==> src/rtl/ldrs_pkg.sv <==
package ldrs_pkg;

  // Number of digit positions sent in the digit frame (1 to 6)
  localparam int DIGITS = 4;
  // Segment slots reachable through the 2-bit digit index
  localparam int SEG_SLOTS = 4;
  localparam int SEG_IDX_W = 2;
  localparam int BYTE_W = 8;
  localparam int BYTE_NUM_W = 3;
  localparam int BRIGHT_W = 3;
  localparam int CFG_IDX_W = 2;

  typedef enum logic [1:0] {
    FUNC_TICK,
    FUNC_LOAD,
    FUNC_FULL,
    FUNC_BRIGHT
  } func_t;

  typedef enum logic [1:0] {
    CFG_DATA_CMD,
    CFG_ADDR_CMD,
    CFG_DISP_CMD,
    CFG_BRIGHTNESS
  } cfg_idx_t;

  typedef enum logic [1:0] {
    PH_IDLE,
    PH_START,
    PH_BYTE,
    PH_STOP
  } phase_t;

  localparam logic [1:0] FRAME_DATA = 2'd0;
  localparam logic [1:0] FRAME_DIGITS = 2'd1;
  localparam logic [1:0] FRAME_DISPLAY = 2'd2;

  // Sub-steps inside one bit, start or stop
  localparam logic [1:0] SUB_0 = 2'd0;
  localparam logic [1:0] SUB_1 = 2'd1;
  localparam logic [1:0] SUB_2 = 2'd2;

  typedef struct packed {
    logic [BYTE_W-1:0] data_cmd;
    logic [BYTE_W-1:0] addr_cmd;
    logic [BYTE_W-1:0] disp_cmd;
    logic [BRIGHT_W-1:0] brightness;
  } cfg_regs_t;

  typedef struct packed {
    logic clk_level;
    logic dio_level;
    logic busy;
  } pin_status_t;

endpackage

==> src/rtl/ldrs_seg_store.sv <==
module ldrs_seg_store (
  input  logic                             clk,
  input  logic                             rst_n,
  input  logic                             wr_en,
  input  logic [ldrs_pkg::SEG_IDX_W-1:0]   wr_idx,
  input  logic [ldrs_pkg::BYTE_W-1:0]      wr_data,
  input  logic [ldrs_pkg::BYTE_NUM_W-1:0]  rd_byte_num,
  output logic [ldrs_pkg::BYTE_W-1:0]      rd_seg
);
  import ldrs_pkg::*;

  logic [BYTE_W-1:0]     seg_r [SEG_SLOTS];
  logic [BYTE_W-1:0]     seg_nxt [SEG_SLOTS];
  logic [BYTE_NUM_W-1:0] digit;

  // Loads past the configured digit count are dropped
  always_comb begin
    for (int i = 0; i < SEG_SLOTS; i++) begin
      seg_nxt[i] = seg_r[i];
    end
    if (wr_en && (int'(wr_idx) < DIGITS)) begin
      seg_nxt[wr_idx] = wr_data;
    end
  end

  always_ff @(posedge clk) begin
    for (int i = 0; i < SEG_SLOTS; i++) begin
      if (!rst_n) begin
        seg_r[i] <= '0;
      end else begin
        seg_r[i] <= seg_nxt[i];
      end
    end
  end

  // Byte 0 of the digit frame is the address command; digit d is byte d+1.
  // Digits that cannot be loaded go out as zero.
  assign digit = rd_byte_num - BYTE_NUM_W'(1);

  always_comb begin
    if ((rd_byte_num != '0) && (int'(digit) < DIGITS) && (int'(digit) < SEG_SLOTS)) begin
      rd_seg = seg_r[digit[SEG_IDX_W-1:0]];
    end else begin
      rd_seg = '0;
    end
  end

endmodule

==> src/rtl/ldrs_seq.sv <==
module ldrs_seq (
  input  logic                             clk,
  input  logic                             rst_n,
  input  logic                             step_en,
  input  ldrs_pkg::func_t                  func,
  input  ldrs_pkg::cfg_regs_t              cfg,
  input  logic [ldrs_pkg::BYTE_W-1:0]      seg_byte,
  output logic [ldrs_pkg::BYTE_NUM_W-1:0]  byte_num,
  output ldrs_pkg::pin_status_t            status_nxt
);
  import ldrs_pkg::*;

  phase_t                phase_r, phase_nxt;
  logic [1:0]            frame_r, frame_nxt;
  logic [BYTE_NUM_W-1:0] byte_r, byte_nxt;
  logic [2:0]            bit_r, bit_nxt;
  logic [1:0]            sub_r, sub_nxt;
  logic                  ack_r, ack_nxt;
  logic                  bonly_r, bonly_nxt;
  logic                  clk_pin_r, clk_pin_nxt;
  logic                  dio_pin_r, dio_pin_nxt;

  logic [BYTE_W-1:0]     cur_byte;
  logic [BYTE_NUM_W-1:0] frame_bytes;
  logic [BYTE_NUM_W-1:0] byte_inc;
  logic                  busy;

  assign busy = (phase_r != PH_IDLE);
  assign byte_num = byte_r;
  assign byte_inc = byte_r + BYTE_NUM_W'(1);
  assign frame_bytes = (frame_r == FRAME_DIGITS) ? BYTE_NUM_W'(DIGITS + 1)
                                                 : BYTE_NUM_W'(1);

  always_comb begin
    priority if (frame_r == FRAME_DATA) begin
      cur_byte = cfg.data_cmd;
    end else if (frame_r == FRAME_DIGITS) begin
      cur_byte = (byte_r == '0) ? cfg.addr_cmd : seg_byte;
    end else begin
      cur_byte = cfg.disp_cmd | {{(BYTE_W-BRIGHT_W){1'b0}}, cfg.brightness};
    end
  end

  always_comb begin
    phase_nxt   = phase_r;
    frame_nxt   = frame_r;
    byte_nxt    = byte_r;
    bit_nxt     = bit_r;
    sub_nxt     = sub_r;
    ack_nxt     = ack_r;
    bonly_nxt   = bonly_r;
    clk_pin_nxt = clk_pin_r;
    dio_pin_nxt = dio_pin_r;

    if (step_en) begin
      unique case (func)
        FUNC_TICK: begin
          unique case (phase_r)
            PH_IDLE: begin
            end
            PH_START: begin
              if (sub_r == SUB_0) begin
                dio_pin_nxt = 1'b0;
                sub_nxt = SUB_1;
              end else begin
                clk_pin_nxt = 1'b0;
                phase_nxt = PH_BYTE;
                byte_nxt = '0;
                bit_nxt = '0;
                ack_nxt = 1'b0;
                sub_nxt = SUB_0;
              end
            end
            PH_BYTE: begin
              priority if (sub_r == SUB_0) begin
                if (ack_r) begin
                  clk_pin_nxt = 1'b0;
                end else begin
                  dio_pin_nxt = cur_byte[bit_r];
                end
                sub_nxt = SUB_1;
              end else if (sub_r == SUB_1) begin
                clk_pin_nxt = 1'b1;
                sub_nxt = SUB_2;
              end else begin
                clk_pin_nxt = 1'b0;
                sub_nxt = SUB_0;
                if (ack_r) begin
                  // acknowledge clock done: next byte or close the frame
                  ack_nxt = 1'b0;
                  bit_nxt = '0;
                  byte_nxt = byte_inc;
                  if (byte_inc >= frame_bytes) begin
                    phase_nxt = PH_STOP;
                  end
                end else if (bit_r == 3'd7) begin
                  ack_nxt = 1'b1;
                end else begin
                  bit_nxt = bit_r + 3'd1;
                end
              end
            end
            PH_STOP: begin
              priority if (sub_r == SUB_0) begin
                dio_pin_nxt = 1'b0;
                sub_nxt = SUB_1;
              end else if (sub_r == SUB_1) begin
                clk_pin_nxt = 1'b1;
                sub_nxt = SUB_2;
              end else begin
                dio_pin_nxt = 1'b1;
                sub_nxt = SUB_0;
                byte_nxt = '0;
                priority if (frame_r == FRAME_DATA) begin
                  frame_nxt = bonly_r ? FRAME_DISPLAY : FRAME_DIGITS;
                  phase_nxt = PH_START;
                end else if (frame_r == FRAME_DIGITS) begin
                  frame_nxt = FRAME_DISPLAY;
                  phase_nxt = PH_START;
                end else begin
                  frame_nxt = FRAME_DATA;
                  phase_nxt = PH_IDLE;
                end
              end
            end
          endcase
        end
        FUNC_LOAD: begin
        end
        FUNC_FULL, FUNC_BRIGHT: begin
          // arm only; requests during a sequence are dropped
          if (!busy) begin
            bonly_nxt = (func == FUNC_BRIGHT);
            frame_nxt = FRAME_DATA;
            byte_nxt  = '0;
            bit_nxt   = '0;
            sub_nxt   = SUB_0;
            ack_nxt   = 1'b0;
            phase_nxt = PH_START;
          end
        end
      endcase
    end
  end

  always_ff @(posedge clk) begin
    if (!rst_n) begin
      phase_r   <= PH_IDLE;
      frame_r   <= FRAME_DATA;
      byte_r    <= '0;
      bit_r     <= '0;
      sub_r     <= SUB_0;
      ack_r     <= 1'b0;
      bonly_r   <= 1'b0;
      clk_pin_r <= 1'b0;
      dio_pin_r <= 1'b0;
    end else begin
      phase_r   <= phase_nxt;
      frame_r   <= frame_nxt;
      byte_r    <= byte_nxt;
      bit_r     <= bit_nxt;
      sub_r     <= sub_nxt;
      ack_r     <= ack_nxt;
      bonly_r   <= bonly_nxt;
      clk_pin_r <= clk_pin_nxt;
      dio_pin_r <= dio_pin_nxt;
    end
  end

  assign status_nxt.clk_level = clk_pin_nxt;
  assign status_nxt.dio_level = dio_pin_nxt;
  assign status_nxt.busy      = (phase_nxt != PH_IDLE);

endmodule

==> src/rtl/led_display_refresh_serializer.sv <==
// Refresh serializer for a two-wire seven-segment LED driver.
// Input channel (in_valid/in_ready): one beat per command. in_func selects
// tick, segment load, full refresh or brightness-only refresh; load beats
// carry in_digit_index and in_segments. Every tick beat makes at most one
// change on the clock or data pin of the driver.
// Result channel (out_valid/out_ready): exactly one beat per input beat,
// in order, with the pin levels after that command and a busy flag that is
// high while a refresh sequence is still being sent.
// Configuration port (cfg_we/cfg_index/cfg_wdata): single-cycle writes to
// the data, address and display command bytes and the brightness level.
// Each beat goes from the input register, through the sequencer state
// update, into the result register. Throughput: one beat per cycle
// while out_ready is high.
// Reset (rst_n low, synchronous): pins low, sequencer idle, segment store
// cleared, config back to its defaults, both channels empty.
// Stall: when out_ready is low the result holds; the input register still
// takes one more beat, then in_ready drops until the result moves on.
module led_display_refresh_serializer (
  input  logic                            clk,
  input  logic                            rst_n,
  input  logic                            in_valid,
  output logic                            in_ready,
  input  logic [1:0]                      in_func,
  input  logic [ldrs_pkg::SEG_IDX_W-1:0]  in_digit_index,
  input  logic [ldrs_pkg::BYTE_W-1:0]     in_segments,
  output logic                            out_valid,
  input  logic                            out_ready,
  output logic                            out_clk_level,
  output logic                            out_dio_level,
  output logic                            out_busy_res,
  input  logic                            cfg_we,
  input  logic [ldrs_pkg::CFG_IDX_W-1:0]  cfg_index,
  input  logic [ldrs_pkg::BYTE_W-1:0]     cfg_wdata
);
  import ldrs_pkg::*;

  // Configuration registers
  cfg_regs_t cfg_r, cfg_nxt;

  // Input register
  logic                 item_v_r, item_v_nxt;
  logic [1:0]           item_func_r, item_func_nxt;
  logic [SEG_IDX_W-1:0] item_idx_r, item_idx_nxt;
  logic [BYTE_W-1:0]    item_seg_r, item_seg_nxt;

  // Result register
  logic        out_v_r, out_v_nxt;
  pin_status_t out_st_r, out_st_nxt;

  logic                  in_fire;
  logic                  move;
  func_t                 item_func;
  logic [BYTE_NUM_W-1:0] byte_num;
  logic [BYTE_W-1:0]     seg_byte;
  pin_status_t           status_nxt;

  always_comb begin
    cfg_nxt = cfg_r;
    if (cfg_we) begin
      unique case (cfg_idx_t'(cfg_index))
        CFG_DATA_CMD:   cfg_nxt.data_cmd   = cfg_wdata;
        CFG_ADDR_CMD:   cfg_nxt.addr_cmd   = cfg_wdata;
        CFG_DISP_CMD:   cfg_nxt.disp_cmd   = cfg_wdata;
        CFG_BRIGHTNESS: cfg_nxt.brightness = cfg_wdata[BRIGHT_W-1:0];
      endcase
    end
  end

  always_ff @(posedge clk) begin
    if (!rst_n) begin
      cfg_r.data_cmd   <= 8'd64;
      cfg_r.addr_cmd   <= 8'd192;
      cfg_r.disp_cmd   <= 8'd136;
      cfg_r.brightness <= 3'd7;
    end else begin
      cfg_r <= cfg_nxt;
    end
  end

  // Advance the held item into the sequencer when the result slot frees up
  assign move      = item_v_r && (!out_v_r || out_ready);
  assign in_ready  = !item_v_r || move;
  assign in_fire   = in_valid && in_ready;
  assign item_func = func_t'(item_func_r);

  always_comb begin
    item_v_nxt    = in_fire || (item_v_r && !move);
    item_func_nxt = in_fire ? in_func : item_func_r;
    item_idx_nxt  = in_fire ? in_digit_index : item_idx_r;
    item_seg_nxt  = in_fire ? in_segments : item_seg_r;
  end

  always_ff @(posedge clk) begin
    if (!rst_n) begin
      item_v_r <= 1'b0;
    end else begin
      item_v_r <= item_v_nxt;
    end
  end

  always_ff @(posedge clk) begin
    item_func_r <= item_func_nxt;
    item_idx_r  <= item_idx_nxt;
    item_seg_r  <= item_seg_nxt;
  end

  ldrs_seg_store u_seg_store (
    .clk         (clk),
    .rst_n       (rst_n),
    .wr_en       (move && (item_func == FUNC_LOAD)),
    .wr_idx      (item_idx_r),
    .wr_data     (item_seg_r),
    .rd_byte_num (byte_num),
    .rd_seg      (seg_byte)
  );

  ldrs_seq u_seq (
    .clk        (clk),
    .rst_n      (rst_n),
    .step_en    (move),
    .func       (item_func),
    .cfg        (cfg_r),
    .seg_byte   (seg_byte),
    .byte_num   (byte_num),
    .status_nxt (status_nxt)
  );

  // Capture the pin levels after the item; hold while the receiver stalls
  always_comb begin
    out_v_nxt  = move || (out_v_r && !out_ready);
    out_st_nxt = move ? status_nxt : out_st_r;
  end

  always_ff @(posedge clk) begin
    if (!rst_n) begin
      out_v_r <= 1'b0;
    end else begin
      out_v_r <= out_v_nxt;
    end
  end

  always_ff @(posedge clk) begin
    out_st_r <= out_st_nxt;
  end

  assign out_valid     = out_v_r;
  assign out_clk_level = out_st_r.clk_level;
  assign out_dio_level = out_st_r.dio_level;
  assign out_busy_res  = out_st_r.busy;

endmodule

==> config.mk <==
export PLATFORM = sky130hd
export DESIGN_NAME = led_display_refresh_serializer
export DESIGN_NICKNAME = d
export VERILOG_FILES = /design/src/rtl/ldrs_pkg.sv /design/src/rtl/ldrs_seg_store.sv /design/src/rtl/ldrs_seq.sv /design/src/rtl/led_display_refresh_serializer.sv
export SDC_FILE = /design/constraint.sdc
export NUM_CORES = 1
export LEC_CHECK = 0
export BUFFER_PORTS_ARGS = -buffer_cell sky130_fd_sc_hd__buf_2
export CAP_MARGIN = 20
export CORE_MARGIN = 5
export CORE_UTILIZATION = 45
export CTS_BUF_LIST = sky130_fd_sc_hd__clkbuf_8
export CTS_CLUSTER_DIAMETER = 200
export CTS_CLUSTER_SIZE = 8
export DETAILED_ROUTE_END_ITERATION = 10
export SLEW_MARGIN = 20
export SYNTH_ARGS = -nofsm -noshare
export SYNTH_HDL_FRONTEND = slang
export SYNTH_HIERARCHICAL = 1
export SYNTH_SLANG_ARGS = --single-unit
==> constraint.sdc <==
create_clock -name clk -period 6.25 [get_ports clk]
set_input_delay 0.625 -clock clk [delete_from_list [all_inputs] [get_ports clk]]
set_output_delay 0.625 -clock clk [all_outputs]
set_load 0.1 [all_outputs]
== Yosys cells after proc, flatten, opt, wreduce, memory -nomap -nowiden ==
Memories as Yosys holds them, arrays and structs flattened.
Index checks and enable logic that the tools add are counted.
Cells by class
  $add $sub $neg: 3
  multipliers: 0
  div/mod/pow operators: 0
  $lt $le $gt $ge: 5
  equality and inequality tests: 26
  shifts and indexed selects: 0
  mux-type cells: 83
  bitwise logic cells: 7
  reductions and logical operators: 37
Operator list (count)
  $mux 8: 9
  $mux 2: 19
  $mux 3: 12
  $bwmux 32: 1
  $mux 32: 1
  $mux 1: 26
  $ne 3x3->1 const B: 7
  $pmux 3 s2: 3
  $demux 8 s2: 1
  $pmux 2 s2: 4
  $eq 2x2->1 const B: 6
  $eq 2x1->1 const B: 5
  $reduce_and 10->1: 1
  $pmux 3 s3: 1
  $logic_and 1x1->1: 8
  $logic_not 2->1: 4
  $ne 4x3->1 const B: 2
  $or 8x3->8: 1
  $reduce_and 2->1: 4
  $reduce_and 8->1: 1
  $reduce_and 7->1: 1
  $add 3x1->3 const B: 2
  $ne 2x2->1 const B: 3
  $pmux 1 s3: 2
  24 further kinds: 37
Storage, ports and cells
  register bits: 60
  latch bits: 0
  memory bits (writable): 32
  ROM bits: 0
  bits of input ports: 27
  output and inout bits: 5
  word-level logic and storage cells: 183
  memories: 1
Memories
  u_seg_store.seg_r: depth 4, width 8, rd ports 5, clocked after Yosys merged registers in 0, write ports 4, line ldrs_seg_store.sv:12  | logic [BYTE_W-1:0] seg_r [SEG_SLOTS];

== Longest topological paths before layout ==
  depth after elaboration: 15
  gate-level depth with buffers: 13
  mapped depth without buffers: 11

== Modules after synthesis ==
Netlist, hierarchy kept.
Modules (own cells, without submodules)
  led_display_refresh_serializer: times used 1, cells each 131, area each 1604.0 µm², seq. area each 1031.0 µm²
  ldrs_seg_store: times used 1, cells each 130, area each 1514.0 µm², seq. area each 640.6 µm²
  ldrs_seq: times used 1, cells each 196, area each 1458.9 µm², seq. area each 320.3 µm²

== Worst setup path before layout ==
OpenSTA, ideal clock, no wires.
  path kind: reg-to-reg
  start point: register u_seq.byte_r[0] (netlist: u_seq/byte_num[0])
  end point: register out_st_r (netlist bit out_dio_level), data pin
  setup time: 251 ps
  arrival time: 2560 ps
  data required time: 5999 ps
  slack: 3439 ps
  stages on the path, launching flop included: 13
  buffers on the path: 3
  clock period less this slack: 2811 ps
  path through: dfxtp_1 > buf_6 > inv_1 > ha_1 > buf_2 > mux4_2 > nor2b_1 > nand2_1 > mux2i_1 > or2_0 > o311ai_1 > o31ai_1 > buf_4
Between the ends
  longest elaborated chain between the ends: 15
  elaborated cells on any way between the ends: 18
  classes of those cells: 1 x add/sub; 1 x order compare; 11 x mux; 4 x reduce/logical; 1 x memory
Ends and longest elaborated chain
  from (decl): line ldrs_seq.sv:15  | logic [BYTE_NUM_W-1:0] byte_r, byte_nxt;
  from (signal assigned): line ldrs_seq.sv:160  | byte_r <= byte_nxt;
  $sub 3x1->3: line ldrs_seg_store.sv:38  | assign digit = rd_byte_num - BYTE_NUM_W'(1);
  $lt 3x3->1: line ldrs_seg_store.sv:41  | if ((rd_byte_num != '0) && (int'(digit) < DIGITS) && (int'(digit) < SEG_SLOTS)) begin
  $logic_and 1x1->1 (2 in series): line ldrs_seg_store.sv:41
  $mux 8 *: line ldrs_seg_store.sv:41
  named net seg_byte[7]: line led_display_refresh_serializer.sv:54  | logic [BYTE_W-1:0] seg_byte;
  $mux 8 *: line ldrs_seq.sv:38  | cur_byte = (byte_r == '0) ? cfg.addr_cmd : seg_byte;
  $mux 8 *: line ldrs_seq.sv:37  | end else if (frame_r == FRAME_DIGITS) begin
  $mux 8 *: line ldrs_seq.sv:35  | priority if (frame_r == FRAME_DATA) begin
  $bmux 1 s3 *: line ldrs_seq.sv:79  | dio_pin_nxt = cur_byte[bit_r];
  $mux 1 (implied by the code) *: line ldrs_seq.sv:79
  $mux 1 *: line ldrs_seq.sv:76  | if (ack_r) begin
  $mux 1 *: line ldrs_seq.sv:75  | priority if (sub_r == SUB_0) begin
  $pmux 1 s3 *: line ldrs_seq.sv:58  | unique case (phase_r)
  $mux 1 *: line ldrs_seq.sv:56  | unique case (func)
  $mux 1 *: line ldrs_seq.sv:55  | if (step_en) begin
  named net u_seq.dio_pin_nxt: line ldrs_seq.sv:21  | logic dio_pin_r, dio_pin_nxt;
  to (signal assigned): line led_display_refresh_serializer.sv:143  | out_st_r <= out_st_nxt;
  to (decl): line led_display_refresh_serializer.sv:48  | pin_status_t out_st_r, out_st_nxt;
The timed path passes the listed nets; every way through them passes the cells marked *. The select of a mux whose other input is x is not followed.
A chain may end at the register's enable or synchronous reset.

==> results.sh <==
export IMPL_outcome="completed"
export IMPL_peakVddDrop_v=0.0001613
export IMPL_drive_gt1_frac=0.1423
export IMPL_num_vias=3254
export IMPL_routed_wl_um=9288
export IMPL_timing_final_crit_period_ns=3.235
export IMPL_power_frac_clock=0.363
export IMPL_syn_area_um2=4577
export IMPL_cts_buffers_inserted=9
export IMPL_critical_path_endpoint_type="flop"
export IMPL_synth_seq_cells=92
export IMPL_areaGrowthSynthToFinish_pct=8.064
export IMPL_cts_tree="yes"
export IMPL_tns_ns=0
export IMPL_antenna_left=0
export IMPL_dr_first_iter_drc_count=149
export IMPL_hpwl_um=6493
export IMPL_ys_dominant_reg_cell="dfxtp_1"
export IMPL_cpLargestDelayFamily="flip-flops"
export IMPL_cts_resized=0
export IMPL_finalCritPeriodShare=0.5175
export IMPL_slew_violations=0
export IMPL_path_cells="inv_1, ha_1, mux4_2, nor2b_1, nand2_1, mux2i_1, or2_0, o311ai_1, o31ai_1"
export IMPL_multi_input_area_um2=2356
export IMPL_regArea_um2=1992
export IMPL_clock_path_buffers=2
export IMPL_ys_warn_count=6
export IMPL_syn_area_per_cell_um2=10.02
export IMPL_wl_met1_um=4493
export IMPL_maxSlewHeadroom=0.4707
export IMPL_syn_nets=491
export IMPL_combPwrFrac=0.069
export IMPL_highest_layer="met4"
export IMPL_power_frac_seq=0.568
export IMPL_antenna_found_initial=0
export IMPL_viasPerCell=5.326
export IMPL_cts_max_level=3
export IMPL_worstHoldPathType="in -> reg"
export IMPL_finalWeightedCongestion=0.8483
export IMPL_worst_path_buf_inv=1
export IMPL_cts_root_buffer="clkbuf_8"
export IMPL_ioPinCount=32
export IMPL_clk_latency_ns=0.36
export IMPL_grt_pass1_vias=3113
export IMPL_grt_max_degree=75
export IMPL_async_flop_share=0
export IMPL_final_cell_mix="dfxtp_1, mux2i_1, nor2b_1, nand2_1, buf_2"
export IMPL_fillers=921
export IMPL_clkTransAtPathRegs_ns=0.08
export IMPL_synth_cells=457
export IMPL_setup_ws_ns=3.015
export IMPL_critical_path_arrival_ns=3.34
export IMPL_track_usage=0.1521
export IMPL_critPathLaunchType="flop"
export IMPL_post_cts_buffers=0
export IMPL_setup_viol=0
export IMPL_rsz0062_at_grt="no"
export IMPL_fin_nets=507
export IMPL_fin_util=0.5014
export IMPL_antenna_cells=0
export IMPL_worst_path_max_delay_cell="dfxtp_1"
export IMPL_critPathMaxStageDelay_ns=0.73
export IMPL_die_w_um=110.9
export IMPL_pre_cts_ws_ns=2.946
export IMPL_dr_pass1_iters=4
export IMPL_placed_area_um2=4746
export IMPL_hold_viol_final=0
export IMPL_wl_met2_um=4389
export IMPL_overflow=0
export IMPL_leakagePower_nw=1.973
export IMPL_start_util=0.4640
export IMPL_wl_met3_um=306
export IMPL_synth_enable_flop_cells=15
export IMPL_coreArea_um2=9864
export IMPL_die_area_um2=12290
export IMPL_grt_pass1_wl_um=15420
export IMPL_clock_sinks=92
export IMPL_worst_pin_slew_ns=0.7833
export IMPL_required_ns=6.35
export IMPL_wire_per_inst_um=15.20
export IMPL_critPathKind="reg -> reg"
export IMPL_ys_types=60
export IMPL_total_power_w=0.001113
export IMPL_cap_violations=0
export IMPL_power_net_switching_w=0.0002614
export IMPL_final_area_um2=4946
export IMPL_drc=0
export IMPL_die_h_um=110.9
export IMPL_layout_commonest_cell="dfxtp_1"
export IMPL_rows=36
export IMPL_switching_share=0.2349
export IMPL_postCtsHoldBufs=0
export IMPL_finClkSkew_ns=0.01040
export IMPL_pwr_density_cell_nw_per_um2=225.0
export IMPL_crit_fanout=13
export IMPL_intPower_w=0.0008512
export IMPL_io_buffers=31
export IMPL_max_freq_mhz=309.2
export IMPL_seq_area_frac_synth=0.4352
-- metal layers --
metal  GRT usage  vias up
li1            -     1643
met1      0.2061     1554
met2      0.2431       49
met3     0.03384        8
met4     0.04516        0
met5           0        -
-- cell type report --
cell class              count  share of cell area
well taps                 133             0.03365
clock inverters             5            0.009360
inverters                  13            0.009866
flip-flops and latches     92              0.4027
clock buffers              11             0.03061
repair buffers             35             0.03744
multi-input cells         322              0.4763
-- synthesized netlist by cell type (3+ instances only) --
library cell / instances / area [µm²]
nor2b_1: 55 / 344.1
nand3b_1: 9 / 67.56
a21oi_1: 19 / 95.09
o21a_1: 4 / 30.03
nand2_1: 52 / 195.2
buf_4: 8 / 60.06
ha_1: 7 / 87.58
a211o_1: 4 / 35.03
buf_2: 8 / 40.04
nor3_1: 7 / 35.03
nand4_1: 8 / 50.05
nand4b_1: 3 / 26.28
mux4_2: 8 / 180.2
mux2i_1: 60 / 600.6
dfxtp_1: 77 / 1541
a211oi_1: 4 / 30.03
nor2_1: 13 / 48.80
o211ai_1: 4 / 30.03
o21ai_0: 6 / 30.03
nand2b_1: 5 / 31.28
edfxtp_1: 15 / 450.4
o21ai_1: 6 / 30.03
and3_1: 3 / 18.77
mux2_1: 3 / 33.78
nand3_1: 5 / 25.02
clkbuf_1: 9 / 33.78
inv_1: 13 / 48.80
buf_6: 4 / 45.04
-- kinds of logic (layout without fill, tap and decap cells) --
logic type	count (synthesis)	count (layout)	synth area share
AOI/OAI and AO/OA	61	61	0.08858
xor gates and xnor gates	1	1	0.001914
adders and majority gates	7	7	0.01914
buffers and inverters	43	64	0.05057
DFF	92	92	0.4352
muxes	73	73	0.1829
and+or+nand+nor	180	180	0.2217
-- final timing paths --
path	slack (ns)	endpoint	startpoint	depth (start not counted)
worst max-delay path	3.02	out_dio_level	u_seq/byte_num[0]	9
worst min-delay path	0.44	item_seg_r[2]	in_segments[2]	1
worst max register to register	3.02	out_dio_level	u_seq/byte_num[0]	9
worst min register to register	0.46	cfg_r[23]	cfg_r[23]	2
-- per-stage QoR --
stage / instances / hold slack (ns)
final: 611 / 0.4357
after global routing: 611 / 0.4102
after CTS: 611 / 0.4153
after detailed placement: 595 / 0.4500
after global placement: 595 / 0.4423
after floorplan: 457 / 0.4302
-- flip-flops by register name, indices dropped and copies added, names as in the netlist, 2 cells and up --
name               count
u_seq/frame_r          2
cfg_r                 27
item_seg_r             8
u_seq/sub_r            2
item_idx_r             2
u_seq/bit_r            3
item_func              2
u_seq/phase_r          2
u_seq/byte_num         3
u_seg_store/seg_r     32
-- power groups by stage --
stage | registers [W] | logic, W | clock network [W]
after floorplan | 0.000648 | 0.0000515 | 0
after global placement | 0.000646 | 0.0000762 | 0
after detailed placement | 0.000646 | 0.0000773 | 0
after CTS | 0.000632 | 0.0000776 | 0.000416
after global routing | 0.000635 | 0.0000845 | 0.000444
final | 0.000632 | 0.0000769 | 0.000403
Note: power is estimated with default switching activity, not from simulation.
